**src/rtl/gaat_pkg.sv**
```systemverilog
`default_nettype none

package gaat_pkg;

    // Table geometry.
    localparam int CAPACITY  = 16;
    localparam int IDX_W     = (CAPACITY > 1) ? $clog2(CAPACITY) : 1;
    localparam int CNT_W     = $clog2(CAPACITY + 1);

    // Fixed field widths of the command and response words.
    localparam int KIND_W    = 3;
    localparam int DATA_W    = 32;
    localparam int OUT_CNT_W = 5;

    // Generation counter starts here after reset.
    localparam logic [DATA_W-1:0] GEN_START = DATA_W'(1);
    localparam logic [DATA_W-1:0] GEN_MAX   = '1;

    // Operation codes.
    typedef enum logic [KIND_W-1:0] {
        KIND_PUT    = 3'd0,
        KIND_GET    = 3'd1,
        KIND_REMOVE = 3'd2,
        KIND_CLEAR  = 3'd3,
        KIND_BUMP   = 3'd4,
        KIND_SWEEP  = 3'd5
    } kind_t;

    typedef logic [DATA_W-1:0]   word_t;
    typedef logic [IDX_W-1:0]    idx_t;
    typedef logic [CNT_W-1:0]    cnt_t;
    typedef logic [CAPACITY-1:0] mask_t;
    typedef word_t               word_arr_t [CAPACITY];

    // Result of the parallel compare over all entries.
    typedef struct packed {
        logic  hit;
        idx_t  hit_idx;
        logic  free;
        idx_t  free_idx;
        mask_t stale;
    } lookup_t;

endpackage

`default_nettype wire

```
**src/rtl/gaat_chan_if.sv**
```systemverilog
`default_nettype none

// Command channel: one operation per word.
interface gaat_cmd_if;
    logic        valid;
    logic        ready;
    logic [2:0]  kind;
    logic [31:0] key;
    logic [31:0] value;
    logic [31:0] age_floor;

    modport source (output valid, kind, key, value, age_floor, input ready);
    modport sink   (input valid, kind, key, value, age_floor, output ready);
endinterface

// Response channel: one word per command.
interface gaat_rsp_if;
    logic        valid;
    logic        ready;
    logic        ok;
    logic [31:0] value_out;
    logic [4:0]  removed_count;
    logic [4:0]  entry_count;

    modport source (output valid, ok, value_out, removed_count, entry_count, input ready);
    modport sink   (input valid, ok, value_out, removed_count, entry_count, output ready);
endinterface

`default_nettype wire

```
**src/rtl/gaat_lookup.sv**
```systemverilog
`default_nettype none

module gaat_lookup (
    input  wire gaat_pkg::word_t     key,
    input  wire gaat_pkg::word_t     age_floor,
    input  wire gaat_pkg::mask_t     valid_mask,
    input  wire gaat_pkg::word_arr_t keys,
    input  wire gaat_pkg::word_arr_t stamps,
    output gaat_pkg::lookup_t        result
);
    import gaat_pkg::*;

    mask_t match;
    mask_t stale;

    // Compare the key and the stamp of every entry in parallel.
    always_comb
    begin
        for (int i = 0; i < CAPACITY; i++)
        begin
            match[i] = valid_mask[i] && (keys[i] == key) && (key != '0);
            stale[i] = valid_mask[i] && (stamps[i] < age_floor);
        end
    end

    // Lowest matching slot and lowest free slot.
    always_comb
    begin
        result          = '0;
        result.hit      = |match;
        result.free     = ~&valid_mask;
        result.stale    = stale;
        for (int i = CAPACITY - 1; i >= 0; i--)
        begin
            if (match[i])
            begin
                result.hit_idx = IDX_W'(i);
            end
            if (!valid_mask[i])
            begin
                result.free_idx = IDX_W'(i);
            end
        end
    end

endmodule

`default_nettype wire

```
**src/rtl/generation_aged_assoc_table.sv**
```systemverilog
// Fully associative key/value table of 16 entries with generation aging.
//
// Channels: cmd carries one operation word (kind, key, value, age_floor)
// and rsp returns exactly one word per command (ok, value_out, removed_count,
// entry_count), in command order. A word moves when valid and ready are both
// high at a rising edge of clk.
//
// A command accepted into the command register moves into the response
// register once that register is empty or its word is taken, and rsp.valid
// rises as the response register is loaded.
// Throughput: one command per cycle while the receiver keeps rsp.ready high.
// The key compare, the free slot search and the stale stamp compare all run
// in parallel over the 16 entries between the command and response registers.
//
// Reset (rst_n low, asynchronous) invalidates every entry, sets the
// generation to 1 and the entry count to 0; no clearing pass is needed.
// When the receiver holds rsp.ready low the response register keeps its
// word, and one more command can wait in the command register; cmd.ready
// then drops until the response is taken.
`default_nettype none

module generation_aged_assoc_table (
    input  wire        clk,
    input  wire        rst_n,
    gaat_cmd_if.sink   cmd,
    gaat_rsp_if.source rsp
);
    import gaat_pkg::*;

    // Command register.
    logic           s1_valid_reg;
    logic [KIND_W-1:0] s1_kind_reg;
    word_t          s1_key_reg;
    word_t          s1_value_reg;
    word_t          s1_min_gen_reg;

    // Response register.
    logic           rsp_valid_reg;
    logic           rsp_ok_reg;
    word_t          rsp_value_reg;
    logic [OUT_CNT_W-1:0] rsp_removed_reg;
    logic [OUT_CNT_W-1:0] rsp_count_reg;

    // Table state.
    mask_t          valid_reg;
    mask_t          valid_next;
    word_arr_t      key_reg;
    word_arr_t      value_reg;
    word_arr_t      stamp_reg;
    word_t          gen_reg;
    word_t          gen_next;
    cnt_t           count_reg;
    cnt_t           count_next;

    // Entry write controls.
    logic           wr_entry;
    logic           wr_stamp;
    idx_t           wr_idx;

    // Results of the current command.
    logic           ok;
    word_t          vout;
    cnt_t           removed;

    lookup_t        lk;
    logic           advance;

    // The command stage moves on when it holds a command and the response register is empty or its word is taken.
    assign advance   = s1_valid_reg && (!rsp_valid_reg || rsp.ready);
    assign cmd.ready = !s1_valid_reg || advance;

    gaat_lookup u_lookup (
        .key            (s1_key_reg),
        .age_floor      (s1_min_gen_reg),
        .valid_mask     (valid_reg),
        .keys           (key_reg),
        .stamps         (stamp_reg),
        .result         (lk)
    );

    // Command register.
    always_ff @(posedge clk or negedge rst_n)
    begin
        if (!rst_n)
        begin
            s1_valid_reg <= 1'b0;
        end
        else if (cmd.ready)
        begin
            s1_valid_reg <= cmd.valid;
        end
    end

    always_ff @(posedge clk)
    begin
        if (cmd.valid && cmd.ready)
        begin
            s1_kind_reg    <= cmd.kind;
            s1_key_reg     <= cmd.key;
            s1_value_reg   <= cmd.value;
            s1_min_gen_reg <= cmd.age_floor;
        end
    end

    // Operation decode and next table state.
    always_comb
    begin
        valid_next = valid_reg;
        gen_next   = gen_reg;
        count_next = count_reg;
        wr_entry   = 1'b0;
        wr_stamp   = 1'b0;
        wr_idx     = lk.hit_idx;
        ok         = 1'b0;
        vout       = '0;
        removed    = '0;
        case (s1_kind_reg)
            KIND_PUT:
            begin
                if (s1_key_reg != '0)
                begin
                    if (lk.hit)
                    begin
                        wr_entry = 1'b1;
                        ok       = 1'b1;
                    end
                    else if (lk.free)
                    begin
                        wr_idx             = lk.free_idx;
                        wr_entry           = 1'b1;
                        valid_next[wr_idx] = 1'b1;
                        count_next         = count_reg + CNT_W'(1);
                        ok                 = 1'b1;
                    end
                end
            end
            KIND_GET:
            begin
                if (lk.hit)
                begin
                    wr_stamp = 1'b1;
                    vout     = value_reg[lk.hit_idx];
                    ok       = 1'b1;
                end
            end
            KIND_REMOVE:
            begin
                if (lk.hit)
                begin
                    valid_next[lk.hit_idx] = 1'b0;
                    if (count_reg != '0)
                    begin
                        count_next = count_reg - CNT_W'(1);
                    end
                    ok = 1'b1;
                end
            end
            KIND_CLEAR:
            begin
                valid_next = '0;
                count_next = '0;
                if (gen_reg != GEN_MAX)
                begin
                    gen_next = gen_reg + DATA_W'(1);
                end
                ok = 1'b1;
            end
            KIND_BUMP:
            begin
                if (gen_reg != GEN_MAX)
                begin
                    gen_next = gen_reg + DATA_W'(1);
                end
                ok = 1'b1;
            end
            KIND_SWEEP:
            begin
                valid_next = valid_reg & ~lk.stale;
                removed    = CNT_W'($countones(lk.stale));
                count_next = (count_reg > removed) ? (count_reg - removed) : '0;
                ok         = 1'b1;
            end
            default:
            begin
                ok = 1'b0;
            end
        endcase
    end

    // Control state of the table.
    always_ff @(posedge clk or negedge rst_n)
    begin
        if (!rst_n)
        begin
            valid_reg <= '0;
            gen_reg   <= GEN_START;
            count_reg <= '0;
        end
        else if (advance)
        begin
            valid_reg <= valid_next;
            gen_reg   <= gen_next;
            count_reg <= count_next;
        end
    end

    // Entry payload; an entry is only read while its valid bit is set.
    always_ff @(posedge clk)
    begin
        if (advance && wr_entry)
        begin
            key_reg[wr_idx]   <= s1_key_reg;
            value_reg[wr_idx] <= s1_value_reg;
            stamp_reg[wr_idx] <= gen_reg;
        end
        else if (advance && wr_stamp)
        begin
            stamp_reg[wr_idx] <= gen_reg;
        end
    end

    // Response register.
    always_ff @(posedge clk or negedge rst_n)
    begin
        if (!rst_n)
        begin
            rsp_valid_reg <= 1'b0;
        end
        else if (advance)
        begin
            rsp_valid_reg <= 1'b1;
        end
        else if (rsp.ready)
        begin
            rsp_valid_reg <= 1'b0;
        end
    end

    always_ff @(posedge clk)
    begin
        if (advance)
        begin
            rsp_ok_reg      <= ok;
            rsp_value_reg   <= vout;
            rsp_removed_reg <= OUT_CNT_W'(removed);
            rsp_count_reg   <= OUT_CNT_W'(count_next);
        end
    end

    assign rsp.valid         = rsp_valid_reg;
    assign rsp.ok            = rsp_ok_reg;
    assign rsp.value_out     = rsp_value_reg;
    assign rsp.removed_count = rsp_removed_reg;
    assign rsp.entry_count   = rsp_count_reg;

    // The entry count always equals the number of valid entries.
    a_count_matches: assert property (@(posedge clk) disable iff (!rst_n)
        count_reg == CNT_W'($countones(valid_reg)))
        else $error("entry count differs from number of valid entries");

    // The generation never reaches zero.
    a_gen_nonzero: assert property (@(posedge clk) disable iff (!rst_n)
        gen_reg != '0)
        else $error("generation is zero");

    // The generation never goes backward.
    a_gen_monotonic: assert property (@(posedge clk) disable iff (!rst_n)
        advance |=> gen_reg >= $past(gen_reg))
        else $error("generation decreased");

    // A clear leaves no valid entry.
    a_clear_empties: assert property (@(posedge clk) disable iff (!rst_n)
        (advance && s1_kind_reg == KIND_CLEAR) |=> valid_reg == '0)
        else $error("entries survived a clear");

    // A response is only loaded from a live command.
    a_rsp_from_cmd: assert property (@(posedge clk) disable iff (!rst_n)
        (!rsp_valid_reg && !s1_valid_reg) |=> !rsp_valid_reg)
        else $error("response appeared without a command");

endmodule

`default_nettype wire

```
**src/flat_wrapper.sv**
```systemverilog
// flat-port wrapper written by rule: the top's interface ports become plain ports
module generation_aged_assoc_table_flat import gaat_pkg::*;
  (clk, rst_n, cmd_valid, cmd_kind, cmd_key, cmd_value, cmd_age_floor, cmd_ready, rsp_valid, rsp_ok, rsp_value_out, rsp_removed_count, rsp_entry_count, rsp_ready);
  gaat_cmd_if cmd_i ();
  gaat_rsp_if rsp_i ();
  input  wire clk;
  input  wire rst_n;
  input wire logic [$bits(cmd_i.valid)-1:0] cmd_valid;
  input wire logic [$bits(cmd_i.kind)-1:0] cmd_kind;
  input wire logic [$bits(cmd_i.key)-1:0] cmd_key;
  input wire logic [$bits(cmd_i.value)-1:0] cmd_value;
  input wire logic [$bits(cmd_i.age_floor)-1:0] cmd_age_floor;
  output wire logic [$bits(cmd_i.ready)-1:0] cmd_ready;
  output wire logic [$bits(rsp_i.valid)-1:0] rsp_valid;
  output wire logic [$bits(rsp_i.ok)-1:0] rsp_ok;
  output wire logic [$bits(rsp_i.value_out)-1:0] rsp_value_out;
  output wire logic [$bits(rsp_i.removed_count)-1:0] rsp_removed_count;
  output wire logic [$bits(rsp_i.entry_count)-1:0] rsp_entry_count;
  input wire logic [$bits(rsp_i.ready)-1:0] rsp_ready;
  assign cmd_i.valid = cmd_valid;
  assign cmd_i.kind = cmd_kind;
  assign cmd_i.key = cmd_key;
  assign cmd_i.value = cmd_value;
  assign cmd_i.age_floor = cmd_age_floor;
  assign cmd_ready = cmd_i.ready;
  assign rsp_valid = rsp_i.valid;
  assign rsp_ok = rsp_i.ok;
  assign rsp_value_out = rsp_i.value_out;
  assign rsp_removed_count = rsp_i.removed_count;
  assign rsp_entry_count = rsp_i.entry_count;
  assign rsp_i.ready = rsp_ready;
  generation_aged_assoc_table u_core (.clk(clk), .rst_n(rst_n), .cmd(cmd_i), .rsp(rsp_i));
endmodule
```
**config.mk**
```make
export PLATFORM = sky130hd
export DESIGN_NAME = generation_aged_assoc_table_flat
export DESIGN_NICKNAME = d
export VERILOG_FILES = /design/src/rtl/gaat_pkg.sv /design/src/rtl/gaat_chan_if.sv /design/src/rtl/gaat_lookup.sv /design/src/rtl/generation_aged_assoc_table.sv /design/src/flat_wrapper.sv
export SDC_FILE = /design/constraint.sdc
export NUM_CORES = 2
export LEC_CHECK = 0
export BUFFER_PORTS_ARGS = -buffer_cell sky130_fd_sc_hd__buf_2
export CELL_PAD_IN_SITES_DETAIL_PLACEMENT = 0
export CELL_PAD_IN_SITES_GLOBAL_PLACEMENT = 1
export CORE_ASPECT_RATIO = 1.5
export CORE_MARGIN = 2
export CORE_UTILIZATION = 42
export CTS_CLUSTER_SIZE = 24
export DETAILED_ROUTE_END_ITERATION = 6
export MAX_ROUTING_LAYER = met4
export PLACE_DENSITY = 0.73
export SYNTH_ARGS = -nofsm -noshare
export SYNTH_HDL_FRONTEND = slang
export SYNTH_HIERARCHICAL = 1
export SYNTH_SLANG_ARGS = --single-unit
```
**constraint.sdc**
```tcl
create_clock -name clk -period 7.2 [get_ports clk]
set_input_delay 1.44 -clock clk [delete_from_list [all_inputs] [get_ports clk]]
set_output_delay 1.44 -clock clk [all_outputs]
set_load 0.01 [all_outputs]
```
==> impl_metrics.csv <==
group,metric,value,unit
layout,syn_to_final_growth,16.36,%
layout,seq_area,51770,sq um
power,power-per-cell-area,242.6,nW/um^2
layout,drive_gt1_share,19.91,%
route,drt-vias-per-instance,5.537,
route,vias,41860,
clocking,clk_latency,850,ps
yosys,synth.area.top_cells,"edfxtp_1, ha_1, xor2_1, mux4_2, dfrtp_1",
critical_path,crit_type,"reg2reg",
yosys,syn_nets,5108,
layout,nFillCells,14840,
timing,timing.final.hold_violations,0,
place,hpwl,127.0,mm
critical_path,rr_startpoint,"u_core/s1_min_gen_reg[11]",
power,comb_power_share,5.8,%
grt,grt_pass1_wl,290.1,mm
timing,rsz0062_at_grt,"true",
floorplan,die_x,350.1,microns
route,ant_nets,0,
critical_path,startpoint_type,"flop",
clocking,cts_root_buffer,"clkbuf_16",
yosys,synth_top_cell_area_share,66.76,%
status,status,"finished, final reports clean",
floorplan,io_pins,148,
yosys,synth-xor-area-share,6.301,%
power,power.switching,0.004771,W
yosys,async_reset_ff_share,3.174,%
place,globalplace.congestion,0.8989,
layout,multi_input_area,23460,sq um
route,drt_iter0_drc,3281,
critical_path,startpoint,"u_core/s1_min_gen_reg[11]",
yosys,synth_cell_type_count,78,
grt,antenna_found_initial,9,
floorplan,row_count,190,
clocking,max-clock-path-buffers,4,
power,p_int,0.01654,W
clocking,numCtsBuffers,173,
timing,maxSlewHeadroom,19.55,%
critical_path,worst_ep_required_time,7770,ps
yosys,synth_edf_count,1678,
critical_path,max_stage_delay,570,ps
critical_path,critPathCaptureType,"flop",
worst_hold_path,min-delay-start,"u_core/valid_reg[6]",
clocking,cts.htree.levels,4,
floorplan,die_area,183200,sq um
yosys,synth_top_cell_by_area,"edfxtp_1",
critical_path,cpMaxStageDelayCell,"fa_1",
power,leakagePower,31.39,nW
yosys,synth_mux_area_share,4.883,%
layout,final_cell_area,87830,sq um
timing,fin_crit_sh,98.69,%
power,seq_power_share,53.6,%
floorplan,core,178500,sq um
critical_path,cp_max_fo,5,
route,post_drt_wl_per_cell,26.26,microns
yosys,yosysWarnings,6,
power,swShare,22.39,%
power,power,0.02131,W
yosys,syn_inst,4485,
timing,min_period,7106,ps
layout,nNetsFinal,5650,
place,place_area,82010,sq um
worst_hold_path,hold_path_class,"reg2reg",
yosys,ys.flop_type,"edfxtp_1",
power,ir_worst_vdd,0.0001969,V
yosys,avgSynthCellArea,16.83,sq um
timing,setup-tns-final,0,ps
yosys,ys_seq_elements,1733,
yosys,synthesis.area,75480,sq um
critical_path,cp.arrival,7670,ps
place,port_buffers,147,
yosys,synth_top_family_by_area,"adder cells",
route,drc,0,
job,cap_violations,0,
yosys,synth-adder-area-share,8.729,%
clocking,tritoncts,"built",
grt,grt.total_usage,22.32,%
grt,grt_pass1_vias,43410,
grt,overflow,0,
timing,drv_slew,0,
clocking,numClockSinks,1733,
timing,worst_pin_slew,1196,ps
yosys,ys_seq_area_share,68.58,%
timing,finalSetupViolCount,0,
clocking,holdBufCountCts,0,
yosys,synth_compound_area_share,4.477,%
grt,grt_max_degree,129,
floorplan,start_util,42.28,%
yosys,yosys.area_share.simple,5.765,%
floorplan,die_h,523.2,microns
timing,fmax,0.1407,GHz
power,p_clk_share,40.5,%
route,wl,198.5,mm
clocking,clkTransAtPathRegs,60,ps
timing,skew,95.34,ps
layout,final_core_util,49.20,%
route,dr.pass1.iters,5,
cell type report:
cell class	count	share of cell area, %
Sequential cell	1733	58.94
Multi-Input combinational cell	2550	26.70
Clock buffer	227	5.385
Timing Repair Buffer	488	4.540
Tap cell	2400	3.419
Clock inverter	78	0.6610
Inverter	81	0.3462
Antenna cell	3	0.008547
cells in the mapped netlist (11+ instances only):
| master | number |
|---|---|
| a21oi_1 | 150 |
| o21ai_0 | 167 |
| a2111oi_0 | 15 |
| buf_1 | 12 |
| edfxtp_1 | 1678 |
| buf_2 | 61 |
| dfrtp_1 | 54 |
| a211oi_1 | 17 |
| nand4_1 | 110 |
| mux4_2 | 160 |
| nor2_1 | 105 |
| a21o_1 | 108 |
| xnor2_1 | 84 |
| buf_4 | 18 |
| xor2_1 | 459 |
| nor3_1 | 53 |
| nor2b_1 | 102 |
| nand2b_1 | 53 |
| nand2_1 | 79 |
| fa_1 | 11 |
| nand3_1 | 61 |
| nor4_1 | 137 |
| ha_1 | 509 |
| clkbuf_1 | 23 |
| o211ai_1 | 15 |
| inv_1 | 78 |
placed cells by master (no fill, tap or decap), drive strengths merged, types with 63 or more instances in the layout:
cell type	count
o21ai	175
edfxtp	1678
a21oi	150
nor2	110
a21o	108
clkinv	63
nor4	141
mux4	160
xnor2	84
xor2	459
nand4	110
nand2	79
buf	488
inv	83
ha	509
clkbuf	227
nor2b	102
final timing paths:
kind / slack (ps) / cells past startpoint / endpoint
min in group asynchronous: 810 / 2 / u_core/s1_valid_reg
setup reg to reg: 90 / 27 / u_core/rsp.entry_count[1]
hold reg to reg: 670 / 2 / u_core/valid_reg[6]
setup / recovery: 90 / 27 / u_core/rsp.entry_count[1]
hold / removal: 670 / 2 / u_core/valid_reg[6]
max in group asynchronous: 5750 / 2 / u_core/valid_reg[5]
through the flow:
stage               setup WS (ps)  std cells  hold WS [ps]
floorplan                  -55.08       4485         487.1
global placement           -502.3       7238         650.8
detailed placement         -628.6       7238         645.6
CTS                         26.19       7549         669.0
global route               -185.4       7558         729.2
finish                      93.98       7560         674.5
what timing repair did:
action                                  in CTS  in global routing
buffers inserted                             6                  8
gates resized for setup                     33                 63
pin swaps                                   23                 45
endpoints found under the setup margin      10                 10
per-layer routing:
layer | share of wire [%] | GRT usage, % | up-vias
met5 | 0 | - | -
met4 | 4.0 | 8.830 | 0
met3 | 4.4 | 2.422 | 343
met2 | 53 | 39.24 | 1169
met1 | 39 | 26.16 | 21700
li1 | - | - | 18650
worst max-delay path, delay by kind of cell (launching register included):
kind                       cells  cell delay (ps)
DFF                            1              330
AOI/OAI and AO/OA              8             1910
and+or+nand+nor                3              400
buffers and inverters          7              770
adders and majority gates      8             3230
xor gates and xnor gates       1              210
logic make-up after synthesis:
logic type / after synthesis
adders and majority gates: 520
AOI/OAI and AO/OA: 550
xor gates and xnor gates: 543
buffers and inverters: 202
and+or+nand+nor: 769
DFF: 1733
muxes: 168
power groups by stage:
stage                     registers [W]  logic [W]  clock network (W)
after floorplan                  0.0115   0.000647                  0
after global placement           0.0116    0.00116                  0
after detailed placement         0.0116    0.00117                  0
after CTS                        0.0114    0.00120            0.00883
after global routing             0.0114    0.00137            0.00918
final                            0.0114    0.00125            0.00864
No activity file was read; power rests on OpenSTA's default activity.
